==> src/assert_macros.svh <==
// Assertion macros for the RTL of the coordinate hash block.
// Each macro checks on the rising edge of clk and is off while arst_n is low.
`ifndef ASSERT_MACROS_SVH
`define ASSERT_MACROS_SVH

// Check a property on every rising clock edge outside reset
`define ASSERT_CLK(lbl, prop, msg) \
	lbl: assert property (@(posedge clk) disable iff (!arst_n) (prop)) else $error(msg);

// Check that a condition holds in the cycle after a trigger
`define ASSERT_NEXT(lbl, trig, cons, msg) \
	lbl: assert property (@(posedge clk) disable iff (!arst_n) (trig) |=> (cons)) else $error(msg);

`endif

==> src/chl_pkg.sv <==
// Package of the coordinate hash lookup block: sizes, beat types, sequencer
// state and the control and status bundles. No dependencies.
package chl_pkg;

	localparam int NUM_BUCKETS = 512;
	localparam int POOL_DEPTH  = 4096;
	localparam int COORD_BITS  = 16;

	localparam int BKT_W   = $clog2(NUM_BUCKETS);
	localparam int SIZE_W  = $clog2(NUM_BUCKETS + 1);
	localparam int IDX_W   = $clog2(POOL_DEPTH);
	localparam int NODE_W  = $clog2(POOL_DEPTH + 1);
	localparam int TSIZE_W = 10;

	localparam logic [TSIZE_W-1:0] TSIZE_RESET = TSIZE_W'(512);
	// golden ratio fraction (sqrt5-1)/2 in 0.32 fixed point
	localparam logic [31:0] HASH_FRAC_A = 32'd2654435769;

	localparam logic CMD_LOOKUP = 1'b0;
	localparam logic CMD_CLEAR  = 1'b1;

	typedef struct packed {
		logic                  command;
		logic [COORD_BITS-1:0] coord_x;
		logic [COORD_BITS-1:0] coord_y;
	} req_t;

	typedef struct packed {
		logic [NODE_W-1:0] node_number;
		logic              created;
		logic              pool_full;
	} rsp_t;

	// one pool entry: point and link to the next node number (0 ends the chain)
	typedef struct packed {
		logic [COORD_BITS-1:0] x;
		logic [COORD_BITS-1:0] y;
		logic [NODE_W-1:0]     next;
	} ent_t;

	// one bucket word: chain head pool index and its valid flag
	typedef struct packed {
		logic             valid;
		logic [IDX_W-1:0] head;
	} bkt_t;

	typedef enum logic [1:0] {
		MUL_SS,  // s * (s + 1)
		MUL_KA,  // key * A
		MUL_SF   // size * frac
	} mul_op_t;

	typedef enum logic [3:0] {
		ST_SWEEP,
		ST_IDLE,
		ST_CLR,
		ST_MUL1,
		ST_KEY,
		ST_MUL2,
		ST_MUL3,
		ST_BRD,
		ST_BCHK,
		ST_ECHK,
		ST_INS,
		ST_DONE
	} state_t;

	typedef struct packed {
		logic    req_ready;
		logic    sweep_wr;
		logic    cnt_clr;
		logic    mul_en;
		mul_op_t mul_op;
		logic    key_ld;
		logic    bkt_rd;
		logic    hd_ld;
		logic    ent_rd_head;
		logic    ent_rd_next;
		logic    hit_ld;
		logic    ins;
		logic    res_ld;
	} ctl_t;

	typedef struct packed {
		logic req_valid;
		logic req_cmd;
		logic sweep_last;
		logic bkt_valid;
		logic ent_match;
		logic ent_last;
		logic out_free;
	} sts_t;

endpackage

==> src/chl_mul.sv <==
// Shared 32x32 multiplier of the hash path with its operand selection.
// Depends on chl_pkg for the operation codes and widths.
module chl_mul (
	input  logic                        clk,
	input  logic                        en,
	input  chl_pkg::mul_op_t            op,
	input  logic [chl_pkg::COORD_BITS:0] sum,
	input  logic [31:0]                 key,
	input  logic [chl_pkg::SIZE_W-1:0]  size,
	output logic [63:0]                 prod
);

	logic [31:0] opa;
	logic [31:0] opb;
	logic [63:0] prod_q;

	// pick the operands of this step
	always_comb begin
		case (op)
			chl_pkg::MUL_SS: begin
				opa = 32'(sum);
				opb = 32'(sum) + 32'd1;
			end
			chl_pkg::MUL_KA: begin
				opa = key;
				opb = chl_pkg::HASH_FRAC_A;
			end
			chl_pkg::MUL_SF: begin
				opa = 32'(size);
				opb = prod_q[31:0];
			end
			default: begin
				opa = '0;
				opb = '0;
			end
		endcase
	end

	// register the product
	always_ff @(posedge clk) begin
		if (en) begin
			prod_q <= {32'd0, opa} * {32'd0, opb};
		end
	end

	assign prod = prod_q;

endmodule

==> config.mk <==
export PLATFORM = sky130hd
export DESIGN_NAME = chl_mul
export DESIGN_NICKNAME = d
export VERILOG_FILES = /design/src/assert_macros.svh /design/src/chl_pkg.sv /design/src/chl_mul.sv
export SDC_FILE = /design/constraint.sdc
export NUM_CORES = 2
export LEC_CHECK = 0
export BUFFER_PORTS_ARGS = -buffer_cell sky130_fd_sc_hd__buf_2
export CORE_AREA = 2 2 300 302
export DETAILED_ROUTE_END_ITERATION = 8
export DIE_AREA = 0 0 302 304
export GPL_TIMING_DRIVEN = 0
export SYNTH_ARGS = -nofsm -noshare
export SYNTH_HDL_FRONTEND = slang
export SYNTH_SLANG_ARGS = --single-unit
==> constraint.sdc <==
create_clock -name clk -period 19.94 [get_ports clk]
set_clock_uncertainty 0.05 [all_clocks]
set_input_delay 2.991 -clock clk [delete_from_list [all_inputs] [get_ports clk]]
set_output_delay 2.991 -clock clk [all_outputs]
set_load 0.01 [all_outputs]
==> summary.md <==
| Metric | Value |
|---|---|
| Largest net degree at the start of global routing | roughly 60 |
| Ys Warns | 0 |
| WP data arrival | 13200 ps |
| Synth cell types | 70 |
| Initial core utilization | a little under two fifths |
| Setup crit start | sum[0] |
| Clock latency on the worst-skew pair | 400 ps |
| Clock Tree Buf Depth | 2 |
| Ys async rst share | 0% |
| Mean post-synth cell area | 9.35 µm² |
| Cell accounting for the most synthesized area | fa_1 |
| Port bufs | 121 |
| Num ports | ~130 |
| # clock sinks | 64 |
| Row cnt | 110 |
| Initial DRC Count | 1617 |
| Clk slew on worst S/H paths | roughly 80 ps |
| Top FF cell, synth | edfxtp_1 |
| # hold bufs at CTS | 0 |
| Die Y | 304 µm |
| Post-synth top cells | inv_1 (1094), fa_1 (896), nor2_1 (334), nand2_1 (266), ha_1 (264) |
| Die ar. | between 90000 and 100000 µm² |
| Achievable Freq | 76.2 MHz |
| Critical Path RT | around 20000 ps |
| Post-CTS resize count | 0 |
| Post-layout minimum cycle time | roughly 13000 ps |
| Most common cell on crit path | fa_1 |
| GRT Overall Usage | 24.5% |
| Final worst-path cycle share | 65.8% |
| DPL Wire Length | between 90 and 100 mm |
| Max_cap viols | 1 |
| Area delta synth->final | 9.57% |
| CP startpoint kind | input pin |
| Hold Crit Start | prod[0] |
| DR vias | 24960 |
| Mapped Cells | 3654 |
| Hold Path Class | reg -> reg |
| RR Startpoint | prod[14] |
| Final setup TNS | 0 ps |
| Max-slew violation count | 10 |
| CP Class | in -> reg |
| Drt drc | 0 |
| TritonCTS Buffers | 9 |
| Setup WS post-layout | 6810 ps |
| Post-Syn Area | ~34000 µm² |
| Share of layout cells above drive strength 1 | 4.81% |
| Final WL | 108 mm |
| Worst R2R Path Depth | 25 |
| Layout Nets | 5233 |
| First-pass GRT wire length | between 150 and 200 mm |
| Sequential area share after synthesis | 5.62% |
| CTS tree | yes |
| Max stage delay on crit path | 1060 ps |
| Detailed Routing Iterations Pass 1 | 5 |
| Synth area leaders | fa_1 (52%), inv_1 (12%), ha_1 (9.7%) |
| Hold Path Depth | 3 |
| Actual slew at the worst max-slew pin | approximately 1600 ps |
| Area share of the largest cell type after synthesis | 52.5% |
| Slew Limit Headroom | -4.16% |
| CTS root buf | clkbuf_16 |
| Core area | 89000 µm² |
| Failing checks | capacitance limit, slew limit |
| # diodes | 0 |
| Endpoints failing setup | 0 |
| Crit-path max FO | 10 |
| GPL Wtd Cong | just over 1 |
| Number of enable flip-flop cells after synthesis | 64 |
| Post-CTS setup buffers | 0 |
| Unrepaired setup endpoints after global routing | false |
| Vias per cell | 4.81 |
| Vias in the first global route | 26838 |
| Placement Setup Slack | 6650 ps |
| Yosys reg bits | 64 |
| Worst setup EP type | register |
| DR WL/cell | 20.7 µm |
| Post-route ant nets | 0 |
| Most numerous cell in the Yosys netlist | inv_1 |
| Max reg flops | 64 |
| Slowest CP cell | a21oi_1 |
| Run status | finished, violations left |
| Die X | 302 µm |
| Hold Fails Final Rpt | 0 |
| Initial antenna violation count | 8 |
| H-tree depth | 3 |
| GR Overflow Total | 0 |
[final timing paths]
| kind | slack, ps | end |
|---|---|---|
| max | 6810 | prod[60] |
| min | 1450 | prod[0] |
| max reg2reg | 10390 | prod[60] |
| min reg2reg | 1450 | prod[0] |
[placed cells by master (no fill, tap or decap), drive strengths merged, types with 32 or more instances in the layout]
cell type  count
xor2          32
and2         111
inv         1094
clkbuf       131
ha           264
edfxtp        64
fa           896
xnor2         46
nand2        267
nor2         335
a21o          44
a21oi        102
buf          142
conb         222
o21ai         42
[routing by layer]
layer,up-vias,GRT usage [%],wire length [µm]
met5,-,0,0
met4,0,12.7,6910
met3,268,3.40,6170
met2,891,40.8,52100
met1,12736,31.1,42500
li1,11065,-,-
[logic make-up (layout without fill, tap and decap cells)]
logic type | count (synthesis) | after routing | share of synthesized area [%]
simple gates | 836 | 836 | 10.8
fa+ha+maj | 1160 | 1160 | 62.2
xor+xnor | 78 | 78 | 2.00
mux | 19 | 19 | 0.560
flops | 64 | 64 | 5.62
buf+inv | 1232 | 1373 | 13.6
compound gates | 263 | 263 | 5.23
other cells | 2 | 222 | 0.0220
[final cells by class]
class                   count  area, µm²
clock inverters             6       60.1
repair buffers            125        673
flip-flops and latches     64       1920
well taps                1176       1470
clock buffers              10        229
inverters                1094       4110
fillers                  8917      51600
multi-input cells        2578      28500
plain buffers             138        531
[metrics by stage]
step	hold slack [ps]	std cells	utilization [%]	cell area (µm²)
after CTS	1350	5191	42.1	37400
after detailed placement	1330	5175	41.7	37200
after floorplan	914	3874	-	35000
after global placement	1350	5171	41.6	37100
final	1450	5191	42.1	37400
after global routing	1410	5191	42.1	37400
[worst max-delay path, delay by kind of cell]
kind                     cells  cell delay, ps
AND/OR/NAND/NOR             13            2390
AO/OA/AOI/OAI                4            1630
XOR/XNOR                     2             280
adder cells (fa/ha/maj)     10            4610
buffers and inverters        5            1290
Power is left out: the tool's default activity adds up to more than one toggle a clock period on the data nets, which glitch-free logic cannot reach.
