File: src/assert_macros.svh
// Assertion macros for the RTL of the coordinate hash block.
// Each macro checks on the rising edge of clk and is off while arst_n is low.
`ifndef ASSERT_MACROS_SVH
`define ASSERT_MACROS_SVH

// Check a property on every rising clock edge outside reset
`define ASSERT_CLK(lbl, prop, msg) \
	lbl: assert property (@(posedge clk) disable iff (!arst_n) (prop)) else $error(msg);

// Check that a condition holds in the cycle after a trigger
`define ASSERT_NEXT(lbl, trig, cons, msg) \
	lbl: assert property (@(posedge clk) disable iff (!arst_n) (trig) |=> (cons)) else $error(msg);

`endif

File: src/chl_pkg.sv
// Package of the coordinate hash lookup block: sizes, beat types, sequencer
// state and the control and status bundles. No dependencies.
package chl_pkg;

	localparam int NUM_BUCKETS = 512;
	localparam int POOL_DEPTH  = 4096;
	localparam int COORD_BITS  = 16;

	localparam int BKT_W   = $clog2(NUM_BUCKETS);
	localparam int SIZE_W  = $clog2(NUM_BUCKETS + 1);
	localparam int IDX_W   = $clog2(POOL_DEPTH);
	localparam int NODE_W  = $clog2(POOL_DEPTH + 1);
	localparam int TSIZE_W = 10;

	localparam logic [TSIZE_W-1:0] TSIZE_RESET = TSIZE_W'(512);
	// golden ratio fraction (sqrt5-1)/2 in 0.32 fixed point
	localparam logic [31:0] HASH_FRAC_A = 32'd2654435769;

	localparam logic CMD_LOOKUP = 1'b0;
	localparam logic CMD_CLEAR  = 1'b1;

	typedef struct packed {
		logic                  command;
		logic [COORD_BITS-1:0] coord_x;
		logic [COORD_BITS-1:0] coord_y;
	} req_t;

	typedef struct packed {
		logic [NODE_W-1:0] node_number;
		logic              created;
		logic              pool_full;
	} rsp_t;

	// one pool entry: point and link to the next node number (0 ends the chain)
	typedef struct packed {
		logic [COORD_BITS-1:0] x;
		logic [COORD_BITS-1:0] y;
		logic [NODE_W-1:0]     next;
	} ent_t;

	// one bucket word: chain head pool index and its valid flag
	typedef struct packed {
		logic             valid;
		logic [IDX_W-1:0] head;
	} bkt_t;

	typedef enum logic [1:0] {
		MUL_SS,  // s * (s + 1)
		MUL_KA,  // key * A
		MUL_SF   // size * frac
	} mul_op_t;

	typedef enum logic [3:0] {
		ST_SWEEP,
		ST_IDLE,
		ST_CLR,
		ST_MUL1,
		ST_KEY,
		ST_MUL2,
		ST_MUL3,
		ST_BRD,
		ST_BCHK,
		ST_ECHK,
		ST_INS,
		ST_DONE
	} state_t;

	typedef struct packed {
		logic    req_ready;
		logic    sweep_wr;
		logic    cnt_clr;
		logic    mul_en;
		mul_op_t mul_op;
		logic    key_ld;
		logic    bkt_rd;
		logic    hd_ld;
		logic    ent_rd_head;
		logic    ent_rd_next;
		logic    hit_ld;
		logic    ins;
		logic    res_ld;
	} ctl_t;

	typedef struct packed {
		logic req_valid;
		logic req_cmd;
		logic sweep_last;
		logic bkt_valid;
		logic ent_match;
		logic ent_last;
		logic out_free;
	} sts_t;

endpackage

File: src/chl_ctrl.sv
// Sequencer of the coordinate hash block: steps the shared multiplier,
// the bucket and pool reads and the clearing sweep. Depends on chl_pkg.
module chl_ctrl (
	input  logic          clk,
	input  logic          arst_n,
	input  chl_pkg::sts_t sts,
	output chl_pkg::ctl_t ctl
);

	chl_pkg::state_t state_q;
	chl_pkg::state_t state_d;

	// state register; reset starts with a sweep of the bucket store
	always_ff @(posedge clk or negedge arst_n) begin
		if (!arst_n) begin
			state_q <= chl_pkg::ST_SWEEP;
		end else begin
			state_q <= state_d;
		end
	end

	// next state
	always_comb begin
		state_d = state_q;
		case (state_q)
			chl_pkg::ST_SWEEP: begin
				if (sts.sweep_last) state_d = chl_pkg::ST_IDLE;
			end
			chl_pkg::ST_IDLE: begin
				if (sts.req_valid) begin
					if (sts.req_cmd == chl_pkg::CMD_CLEAR) state_d = chl_pkg::ST_CLR;
					else state_d = chl_pkg::ST_MUL1;
				end
			end
			chl_pkg::ST_CLR: begin
				if (sts.sweep_last) state_d = chl_pkg::ST_DONE;
			end
			chl_pkg::ST_MUL1: state_d = chl_pkg::ST_KEY;
			chl_pkg::ST_KEY:  state_d = chl_pkg::ST_MUL2;
			chl_pkg::ST_MUL2: state_d = chl_pkg::ST_MUL3;
			chl_pkg::ST_MUL3: state_d = chl_pkg::ST_BRD;
			chl_pkg::ST_BRD:  state_d = chl_pkg::ST_BCHK;
			chl_pkg::ST_BCHK: begin
				if (sts.bkt_valid) state_d = chl_pkg::ST_ECHK;
				else state_d = chl_pkg::ST_INS;
			end
			chl_pkg::ST_ECHK: begin
				if (sts.ent_match) state_d = chl_pkg::ST_DONE;
				else if (sts.ent_last) state_d = chl_pkg::ST_INS;
			end
			chl_pkg::ST_INS: state_d = chl_pkg::ST_DONE;
			chl_pkg::ST_DONE: begin
				if (sts.out_free) state_d = chl_pkg::ST_IDLE;
			end
			default: state_d = chl_pkg::ST_SWEEP;
		endcase
	end

	// control outputs
	always_comb begin
		ctl = '0;
		case (state_q)
			chl_pkg::ST_SWEEP: ctl.sweep_wr = 1'b1;
			chl_pkg::ST_IDLE: begin
				ctl.req_ready = 1'b1;
				ctl.cnt_clr   = sts.req_valid && (sts.req_cmd == chl_pkg::CMD_CLEAR);
			end
			chl_pkg::ST_CLR: ctl.sweep_wr = 1'b1;
			chl_pkg::ST_MUL1: begin
				ctl.mul_en = 1'b1;
				ctl.mul_op = chl_pkg::MUL_SS;
			end
			chl_pkg::ST_KEY: ctl.key_ld = 1'b1;
			chl_pkg::ST_MUL2: begin
				ctl.mul_en = 1'b1;
				ctl.mul_op = chl_pkg::MUL_KA;
			end
			chl_pkg::ST_MUL3: begin
				ctl.mul_en = 1'b1;
				ctl.mul_op = chl_pkg::MUL_SF;
			end
			chl_pkg::ST_BRD: ctl.bkt_rd = 1'b1;
			chl_pkg::ST_BCHK: begin
				ctl.hd_ld       = 1'b1;
				ctl.ent_rd_head = sts.bkt_valid;
			end
			chl_pkg::ST_ECHK: begin
				ctl.hit_ld      = sts.ent_match;
				ctl.ent_rd_next = !sts.ent_match && !sts.ent_last;
			end
			chl_pkg::ST_INS: ctl.ins = 1'b1;
			chl_pkg::ST_DONE: ctl.res_ld = sts.out_free;
			default: ctl = '0;
		endcase
	end

endmodule

File: config.mk
export PLATFORM = sky130hd
export DESIGN_NAME = chl_ctrl
export DESIGN_NICKNAME = d
export VERILOG_FILES = /design/src/assert_macros.svh /design/src/chl_pkg.sv /design/src/chl_ctrl.sv
export SDC_FILE = /design/constraint.sdc
export NUM_CORES = 1
export LEC_CHECK = 0
export BUFFER_PORTS_ARGS = -buffer_cell sky130_fd_sc_hd__buf_2
export CORE_MARGIN = 4
export CORE_UTILIZATION = 26
export CTS_BUF_LIST = sky130_fd_sc_hd__clkbuf_2
export DETAILED_ROUTE_END_ITERATION = 12
export PLACE_DENSITY_LB_ADDON = 0.25
export SLEW_MARGIN = 20
export SYNTH_ARGS = -nofsm -noshare
export SYNTH_HDL_FRONTEND = slang
export SYNTH_SLANG_ARGS = --single-unit
File: constraint.sdc
create_clock -name clk -period 1.8 [get_ports clk]
set_input_delay 0 -clock clk [delete_from_list [all_inputs] [get_ports clk]]
set_output_delay 0 -clock clk [all_outputs]
set_load 0.03 [all_outputs]
==> results of run 1 <==
-- worst min path at each step --
| stage | slack [ns] | start | end | cells after the start |
|---|---|---|---|---|
| after floorplan | -0.30 | arst_n | state_q[0] | 0 |
| after CTS | 0.11 | arst_n | state_q[3] | 2 |
| after detailed placement | -0.19 | arst_n | state_q[2] | 1 |
| after global placement | -0.19 | arst_n | state_q[0] | 1 |
| after global routing | 0.12 | arst_n | state_q[2] | 2 |
| final | 0.11 | arst_n | state_q[3] | 2 |
-- routing by layer --
layer	routed length, um	share of wire	track usage	up-vias
li1	-	-	-	264
met1	563	0.48	0.157	218
met2	511	0.43	0.176	15
met3	72	0.061	0.0150	2
met4	28	0.024	0.133	0
met5	0	0	0	-
-- through the flow --
step	total power, mW	cell area (sq um)	cells
2_1_floorplan	0.763	410	59
3_3_place_gp	0.977	554	96
3_5_place_dp	0.976	554	96
4_1_cts	1.06	579	100
5_1_grt	1.16	579	100
6_report	1.06	579	100
-- cell usage in the layout (no fill, tap or decap) --
| cell type | instances |
|---|---|
| o221a_1 | 1 |
| nor2_1 | 13 |
| nand2b_1 | 2 |
| nor3b_1 | 1 |
| xor2_1 | 1 |
| dfrtp_1 | 4 |
| nor4b_2 | 1 |
| o21ai_1 | 1 |
| o31ai_1 | 1 |
| clkbuf_2 | 3 |
| o21ai_0 | 3 |
| and3_1 | 1 |
| nand2_1 | 4 |
| buf_4 | 4 |
| nor4_1 | 1 |
| a21oi_1 | 4 |
| o311a_1 | 1 |
| a311oi_1 | 1 |
| nor3_1 | 4 |
| nor3_2 | 1 |
| or4_1 | 1 |
| dlygate4sd3_1 | 1 |
| nor4_2 | 1 |
| inv_1 | 2 |
| nor2b_1 | 2 |
| nand3_1 | 2 |
| buf_2 | 22 |
| nand2b_2 | 2 |
-- repair_timing --
item / in CTS / in global routing
hold buffers: 1 / 0
endpoints found under the hold margin: 4 / 0
endpoints found under the setup margin: 0 / 0
-- worst max-delay path, cell delays in order, from the launching register on --
cell      delay [ns]
dfrtp_1         0.37
nand2b_2        0.25
nor4b_2         0.27
a311oi_1        0.08
o311a_1         0.37
-- area by class of cell --
class                   instances  area share
multi-input cells              49       0.497
inverters                       2      0.0130
clock buffers                   3      0.0259
flip-flops and latches          4       0.173
repair buffers                 27       0.259
well taps                      15      0.0324
-- report_power, final --
group / internal [mW] / switching (mW) / total [mW]
Clock: 0.0449 / 0.0389 / 0.0838
Sequential: 0.136 / 0.0524 / 0.189
Combinational: 0.290 / 0.493 / 0.783
Total: 0.471 / 0.585 / 1.06
-- cell families after synthesis --
kind of cell | count (synthesis) | synth area share
AOI/OAI and AO/OA | 12 | 0.191
xor gates and xnor gates | 1 | 0.0216
and+or+nand+nor | 36 | 0.485
buffers and inverters | 6 | 0.0556
DFF | 4 | 0.247
==> summary.md, run 1 <==
| Metric | Value |
|---|---|
| Initial Util | `0.293` |
| Sequential-to-total area share from yosys stat | `0.247` |
| Worst EP required | `1.88 ns` |
| TritonCTS Sinks | `4` |
| Area grow syn2layout | `42.9%` |
| Iter 0 DRT Violations | `8` |
| Yosys cell types | `25` |
| Reg-to-Reg End | `state_q[0]` |
| Crit Path Class | `reg -> reg` |
| Routed vias | `499` |
| Relative slew slack | `0.798` |
| Slew @ Worst Pin | `0.301 ns` |
| Number of flops mapped to enable cells by yosys | `0` |
| RSZ-0062 raised after global routing | `false` |
| Fmax | `0.679 GHz` |
| Final net count | `96` |
| Hold crit path type | `in -> async` |
| Power Dens Cells | `1820 nW/um^2` |
| Top reg by flops | `state_q` |
| Die W | `47.5 um` |
| Critical R2R Launch | `state_q[1]` |
| Largest registers | `state_q: 4 flops` |
| DR DRC count | `0` |
| Clk_lat worst skew | `0.21 ns` |
| First-pass GRT wire length | `1890 um` |
| CP startpoint kind | `register` |
| Post-cts sizing count | `0` |
| Routed Antenna Nets | `0` |
| CTS tree | `built` |
| Drt first pass iters | `4` |
| Post-CTS Setup Bufs | `0` |
| Worst-path fanout max | `7` |
| Fin util | `0.419` |
| DP Wirelength | `909 um` |
| Port Buffer Count | `22` |
| Initial antenna violation count | `0` |
| Die area | `2250 sq um` |
| Maxcap violations | `0` |
| Final Cycle Share | `0.818` |
| Routed vias/inst | `4.99` |
| Max clock buf depth | `2` |
| Synthesized instance count | `59` |
| Synth top area share | `0.247` |
| PnR worst setup slack | `0.328 ns` |
| Syn Area/Cell | `6.87 sq um` |
| End of the critical path | `state_q[0]` |
| Top-count cell post-synth | `nor2_1` |
| Register area | `100 sq um` |
| Peak supply drop | `812 uV` |
| Status | `finished, final reports clean` |
| Final hold slack | `0.114 ns` |
| #FFs+latches synth | `4` |
| Synthesized net count | `68` |
| Synth top area cells | `dfrtp_1 (25%), nor2_1 (12%), nor3_1 (6.2%)` |
| Die Ht | `47.5 um` |
| Diodes inserted | `0` |
| Post-Route WL | `1180 um` |
| Worst R2R Setup Slack | `0.33 ns` |
| Fin. Hold Viols | `0` |
| Num CTS Buffers | `3` |
| GRT Residual Overflow | `0` |
| Skew final | `0.00918 ns` |
| Max reg flops | `4` |
| Main synth FF type | `dfrtp_1` |
| Place WS | `0.338 ns` |
| H-tree Lvls | `1` |
| I/O pin total | `23` |
| Synth Cell Area | `405 sq um` |
| Synth area leader | `dfrtp_1` |
| Crit. Startpoint | `state_q[1]` |
| Synth top cells by count | `nor2_1 (13), nor3_1 (5), a21oi_1 (4), dfrtp_1 (4), nand2_1 (4)` |
| Core area | `1380 sq um` |
| Reg clk slew, reported paths | `0.05 ns` |
| Max Slew Vio Count | `0` |
| FF-to-FF path depth | `4` |
| Tmin final | `1.47 ns` |
| Fillers | `152` |
| Drt wl/cell | `11.8 um` |
| LEAKAGE | `0.293 nW` |
| Largest net degree at the start of global routing | `14` |
| Vias in the first global route | `464` |
| Root Driver | `clkbuf_2` |
| Endpoint class of the critical path | `register` |
| GRT Total Usage | `0.125` |
| Final setup fails | `0` |
| Yosys warning total | `0` |
| Setup tns final | `0 ns` |
| Site row count | `13` |
| Critical Path AT | `1.55 ns` |
| FFs w/ async S/R, synth | `1.00` |
| GP Congestion | `0.760` |
| Layout cells sized above 1 | `0.400` |
| Area occupied by multi-input gates | `288 sq um` |
Power figures use the tool's default switching activity.
==> run 2, diff against run 1 <==
- clock period: 1.8 -> 1.2 ns (I/O delays scaled with it)
==> run 2 against run 1 <==
Net effect: sequential cell count unchanged; cell area up 56%; via count rose by 23%; first-iteration DRC count up 50%; die area did not move; count of clock-buffer cells in the layout unchanged; non-clock buffer count increased by 15; global-route usage rose by 2.7 points; worst hold slack improved by 0.015 ns; setup slack worse by 0.51 ns; register-to-register slack lost 0.47 ns; critical path type is now reg -> out; the flow now finishes with violations (negative setup slack); clock skew is 0.00074 ns lower.
==> summary.md, run 2 (synthesis results as in run 1) <==
| Metric | Value |
|---|---|
| Worst EP required | `1.20 ns (-0.68 ns)` |
| CTS tree | `built` |
| Max Slew Vio Count | `0 (unchanged)` |
| CP startpoint kind | `register` |
| Layout cells sized above 1 | `0.660 (+0.260)` |
| H-tree Lvls | `1 (unchanged)` |
| Most frequent cells in the layout | `buf_4 (19), buf_6 (13), nor2_1 (9)` |
| Iter 0 DRT Violations | `12 (+4)` |
| GP Congestion | `0.747 (-1.8%)` |
| Worst R2R Setup Slack | `-0.14 ns (-0.47 ns)` |
| Dpl cell area | `654 sq um (+18%)` |
| Peak supply drop | `1640 uV (+100%)` |
| Diodes inserted | `0 (unchanged)` |
| Fmax | `0.723 GHz` |
| Drt wl/cell | `14.9 um (+27%)` |
| Site row count | `13 (unchanged)` |
| Failing checks | `negative setup slack` |
| FF-to-FF path depth | `4 (unchanged)` |
| Largest registers | `state_q: 4 flops` |
| Die W | `47.5 um (unchanged)` |
| Critical R2R Launch | `state_q[2]` |
| TritonCTS Sinks | `4 (unchanged)` |
| Max clock buf depth | `2 (unchanged)` |
| PnR worst setup slack | `-0.183 ns (-0.511 ns)` |
| Area grow syn2layout | `123%` |
| Power Dens Cells | `2840 nW/um^2 (+56%)` |
| Routed Antenna Nets | `0 (unchanged)` |
| Port Buffer Count | `22 (unchanged)` |
| GRT Residual Overflow | `0 (unchanged)` |
| Reg-to-Reg End | `state_q[1]` |
| Final Cycle Share | `1.15` |
| Die Ht | `47.5 um (unchanged)` |
| DP Wirelength | `1060 um (+16%)` |
| Drt first pass iters | `4 (unchanged)` |
| Maxcap violations | `0 (unchanged)` |
| Endpoint class of the critical path | `output pin` |
| Final net count | `111 (+16%)` |
| Reg clk slew, reported paths | `0.05 ns (about the same)` |
| Worst path slowest cell | `dfrtp_1` |
| Final setup fails | `15 (+15)` |
| Setup tns final | `-1.67 ns (-1.67 ns)` |
| Core area | `1380 sq um (unchanged)` |
| Initial Util | `0.293 (unchanged)` |
| Critical path's largest stage delay | `0.43 ns (+0.06 ns)` |
| Top reg by flops | `state_q` |
| Die area | `2250 sq um (unchanged)` |
| Relative slew slack | `0.823 (+0.0253)` |
| Commonest non-fill, non-tap cell in the layout | `buf_4` |
| Post-Route WL | `1710 um (+46%)` |
| Max reg flops | `4 (unchanged)` |
| Status | `finished with violations` |
| Pwr Total | `2.57 mW (+140%)` |
| I/O pin total | `23 (unchanged)` |
| DR DRC count | `0 (unchanged)` |
| Routed vias | `614 (+23%)` |
| Tmin final | `1.38 ns` |
| Largest net degree at the start of global routing | `11 (-3)` |
| Num CTS Buffers | `3 (unchanged)` |
| Root Driver | `clkbuf_2` |
| Initial antenna violation count | `0 (unchanged)` |
| Hold crit path type | `in -> async` |
| Fin. Hold Viols | `0 (unchanged)` |
| Routed vias/inst | `5.34 (+7.0%)` |
| Critical Path AT | `1.38 ns (-0.17 ns)` |
| RSZ-0062 raised after global routing | `true` |
| GRT Total Usage | `0.153 (+0.0274)` |
| Crit Path Class | `reg -> out` |
| CP cell instances | `nand2b_4 > nor4_4 > buf_4 > buf_6` |
| Clk_lat worst skew | `0.21 ns (about the same)` |
| Slew @ Worst Pin | `0.264 ns (-0.0373 ns)` |
| First-pass GRT wire length | `2350 um (+24%)` |
| Post-route cell area | `905 sq um (+56%)` |
| Skew final | `0.00844 ns (-0.000743 ns)` |
| LEAKAGE | `0.417 nW (+43%)` |
| Worst-path fanout max | `5 (-2)` |
| Vias in the first global route | `559 (+20%)` |
## run 2: what timing repair did
item | CTS | global route
buffers inserted | 2 | 3
hold buffers | 1 | 0
pin swaps | 3 | 3
cloned | 0 | 1
endpoints found under the setup margin | 17 | 17
endpoints found under the hold margin | 4 | 0
resized for setup | 42 | 10
## run 2: how the worst max path moves through the flow
stage                     cells after the start  slack, ns         end        from
after floorplan                               4      -0.35  state_q[1]  state_q[2]
after global placement                        4      -0.14  state_q[1]  state_q[3]
after detailed placement                      4      -0.12  state_q[1]  state_q[3]
after CTS                                     4      -0.17      ctl[3]  state_q[2]
after global routing                          4      -0.24      ctl[3]  state_q[2]
final                                         4      -0.18      ctl[3]  state_q[2]
## run 2: stage by stage
| step | instances | hold slack [ns] | worst slack, ns | utilization |
|---|---|---|---|---|
| 2_1_floorplan | 59 | -0.296 | -0.348 | - |
| 5_1_grt | 115 | 0.134 | -0.244 | 0.654 |
| 6_report | 115 | 0.129 | -0.183 | 0.654 |
| 3_3_place_gp | 105 | -0.192 | -0.139 | 0.473 |
| 3_5_place_dp | 105 | -0.194 | -0.124 | 0.473 |
| 4_1_cts | 111 | 0.118 | -0.170 | 0.606 |
## run 2: layout make-up
| type | instances | area (sq um) |
|---|---|---|
| clock buffers | 3 | 15.0 |
| fillers | 116 | 478 |
| inverters | 2 | 7.51 |
| repair buffers | 42 | 354 |
| flip-flops and latches | 4 | 103 |
| multi-input cells | 49 | 407 |
| well taps | 15 | 18.8 |
## run 2: worst max-delay path: cells and delay by family, from the launching register on
family | cells | cell delay (ns)
and+or+nand+nor | 2 | 0.48
DFF | 1 | 0.43
buffers and inverters | 2 | 0.28
## run 2: routing by layer
metal,track usage,vias to the layer above,share of wire
li1,-,292,-
met1,0.186,299,0.45
met2,0.238,19,0.48
met3,0.00752,4,0.043
met4,0.144,0,0.022
met5,0,-,0
## run 2: power breakdown
group	internal [mW]	total (mW)	switching (mW)
sequential	0.212	0.328	0.116
combinational	1.02	2.12	1.10
clock	0.0673	0.123	0.0557
total	1.30	2.57	1.27
==> run 3, diff against run 2 <==
- CORE_AREA: unset -> 4 4 41 43
- CORE_MARGIN: 4 -> unset
- CORE_UTILIZATION: 26 -> unset
- DIE_AREA: unset -> 0 0 45 47
- PLACE_DENSITY: unset -> 0.69
- PLACE_DENSITY_LB_ADDON: 0.25 -> unset
- SLEW_MARGIN: 20 -> unset
==> run 3 against run 2 <==
Net effect: the flow still finishes with violations (negative setup slack); sequential power grew 1%; worst hold slack lost 0.010 ns; total power grew 2.4%; maximum frequency shrank 1.9%; cell count grew 0.87%; via count grew 4.1%; global-route usage grew 2.9 points; die area shrank 6.2%; clock power grew 11%; register-to-register slack lost 0.07 ns; critical path type unchanged.
==> summary.md, run 3 (synthesis results as in run 1) <==
| Metric | Value |
|---|---|
| First-pass GRT wire length | `2740 um (+16%)` |
| Failing checks | `negative setup slack` |
| Largest net degree at the start of global routing | `10 (-1)` |
| Die Ht | `47 um (-1.0%)` |
| Fmax | `0.709 GHz (-1.9%)` |
| Core area | `1300 sq um (-5.9%)` |
| Peak supply drop | `2020 uV (+23%)` |
| Status | `finished with violations` |
| Max clock buf depth | `2 (unchanged)` |
| Commonest non-fill, non-tap cell in the layout | `buf_4` |
| Reg clk slew, reported paths | `0.07 ns (+0.02 ns)` |
| Num CTS Buffers | `3 (unchanged)` |
| CP startpoint kind | `register` |
| Slew @ Worst Pin | `0.290 ns (+0.0261 ns)` |
| Relative slew slack | `0.805 (-0.0175)` |
| Most frequent cells in the layout | `buf_4 (21), buf_6 (11), nor2_1 (10)` |
| Site row count | `13 (unchanged)` |
| CTS tree | `built` |
| Layout cells sized above 1 | `0.653 (-0.00653)` |
| Routed vias/inst | `5.51 (+3.2%)` |
| Global routing usage on met3 | `0.0230 (+0.0155)` |
| H-tree Lvls | `1 (unchanged)` |
| Endpoint class of the critical path | `output pin` |
| Power Dens Cells | `2880 nW/um^2 (+1.3%)` |
| Hold crit path type | `in -> async` |
| Port Buffer Count | `22 (unchanged)` |
| Maxcap violations | `0 (unchanged)` |
| Drt wl/cell | `15.8 um (+6.2%)` |
| Iter 0 DRT Violations | `20 (+8)` |
| Diodes inserted | `0 (unchanged)` |
| Worst-path fanout max | `3 (-2)` |
| Vias in the first global route | `594 (+6.3%)` |
| Die area | `2120 sq um (-6.2%)` |
| GRT Residual Overflow | `0 (unchanged)` |
| GP Congestion | `0.746 (-0.13%)` |
| Critical Path AT | `1.41 ns (+0.03 ns)` |
| Final net count | `112 (+0.90%)` |
| Top reg by flops | `state_q` |
| RSZ-0062 raised after global routing | `true` |
| Final setup fails | `15 (unchanged)` |
| Final Cycle Share | `1.17 (+0.0220)` |
| Die W | `45 um (-5.2%)` |
| DR DRC count | `0 (unchanged)` |
| Initial antenna violation count | `0 (unchanged)` |
| Root Driver | `clkbuf_2` |
| Clk_lat worst skew | `0.22 ns (about the same)` |
| Area grow syn2layout | `126%` |
| Fillers | `97 (-16%)` |
| GRT Total Usage | `0.181 (+0.0287)` |
| Pwr Total | `2.63 mW (+2.4%)` |
| TritonCTS Sinks | `4 (unchanged)` |
| Most used routing layer | `met2` |
| Max Slew Vio Count | `0 (unchanged)` |
| Crit Path Class | `reg -> out` |
| Tmin final | `1.41 ns (+0.0264 ns)` |
| LEAKAGE | `0.426 nW (+2.0%)` |
| Initial Util | `0.312 (+0.0183)` |
| Fin. Hold Viols | `0 (unchanged)` |
| Post-Route WL | `1830 um (+7.1%)` |
| I/O pin total | `23 (unchanged)` |
| Skew final | `0.0134 ns (+0.00492 ns)` |
| M1 GR Usage | `0.218 (+0.0324)` |
| Max reg flops | `4 (unchanged)` |
| Worst EP required | `1.20 ns (about the same)` |
| Routed vias | `639 (+4.1%)` |
| M2 GR Usage | `0.302 (+0.0643)` |
| Largest registers | `state_q: 4 flops` |
| Routed Antenna Nets | `0 (unchanged)` |
| Drt first pass iters | `5 (+1)` |
| DP Wirelength | `1100 um (+4.0%)` |
| PnR worst setup slack | `-0.210 ns (-0.0264 ns)` |
| Final hold slack | `0.119 ns (-0.0103 ns)` |
==> run 3: changes by cell type in the layout (fill, tap and decap cells not counted), sizes merged <==
cell / change
buf: +1
==> run 3: area by class of cell <==
| type | instances | area (sq um) | share of cell area |
|---|---|---|---|
| sequential | 4 | 104 | 0.114 |
| inverter | 2 | 7.51 | 0.00821 |
| clock buffer | 3 | 15.0 | 0.0164 |
| timing repair buffer | 43 | 367 | 0.401 |
| multi-input combinational | 49 | 403 | 0.440 |
| tap | 15 | 18.8 | 0.0205 |
==> run 3: final timing paths <==
path | startpoint | endpoint | slack (ns) | cells past startpoint
max reg2reg | state_q[1] | state_q[0] | -0.21 | 5
min | arst_n | state_q[2] | 0.12 | 2
min reg2reg | state_q[0] | state_q[0] | 0.73 | 2
min in group clk | sts[0] | state_q[3] | 0.19 | 4
max | state_q[2] | ctl[3] | -0.21 | 4
max in group asynchronous | arst_n | state_q[0] | 0.92 | 2
==> run 3: power breakdown <==
part           internal, mW  switching (mW)
registers             0.214           0.118
clock network        0.0677          0.0679
logic                  1.04            1.12
total                  1.33            1.31
==> run 3: worst max-delay path: stages, from the launching register on <==
cell      delay (ns)
dfrtp_2         0.42
nand2b_4        0.17
nor4_4          0.30
buf_4           0.17
buf_6           0.12
==> run 3: repair_timing <==
item	CTS	global route
setup endpoints to repair	18	17
resized for setup	36	14
hold endpoints to repair	4	0
pin swaps	1	1
buffers inserted	6	2
hold buffers	1	0
==> run 3: per-layer routing <==
layer | wire length [um] | part of all wire
met4 | 24 | 0.013
met3 | 158 | 0.086
met5 | 0 | 0
met2 | 946 | 0.52
met1 | 701 | 0.38
==> run 3: through the flow <==
step / setup TNS, ns / instances / cell area, sq um / setup WS, ns / utilization
floorplan: -1.99 / 59 / 443 / -0.348 / -
CTS: -1.36 / 114 / 838 / -0.177 / 0.644
finish: -1.66 / 116 / 915 / -0.210 / 0.703
detailed placement: -0.836 / 104 / 647 / -0.188 / 0.497
global route: -2.61 / 116 / 915 / -0.270 / 0.703
global placement: -0.574 / 104 / 647 / -0.130 / 0.497
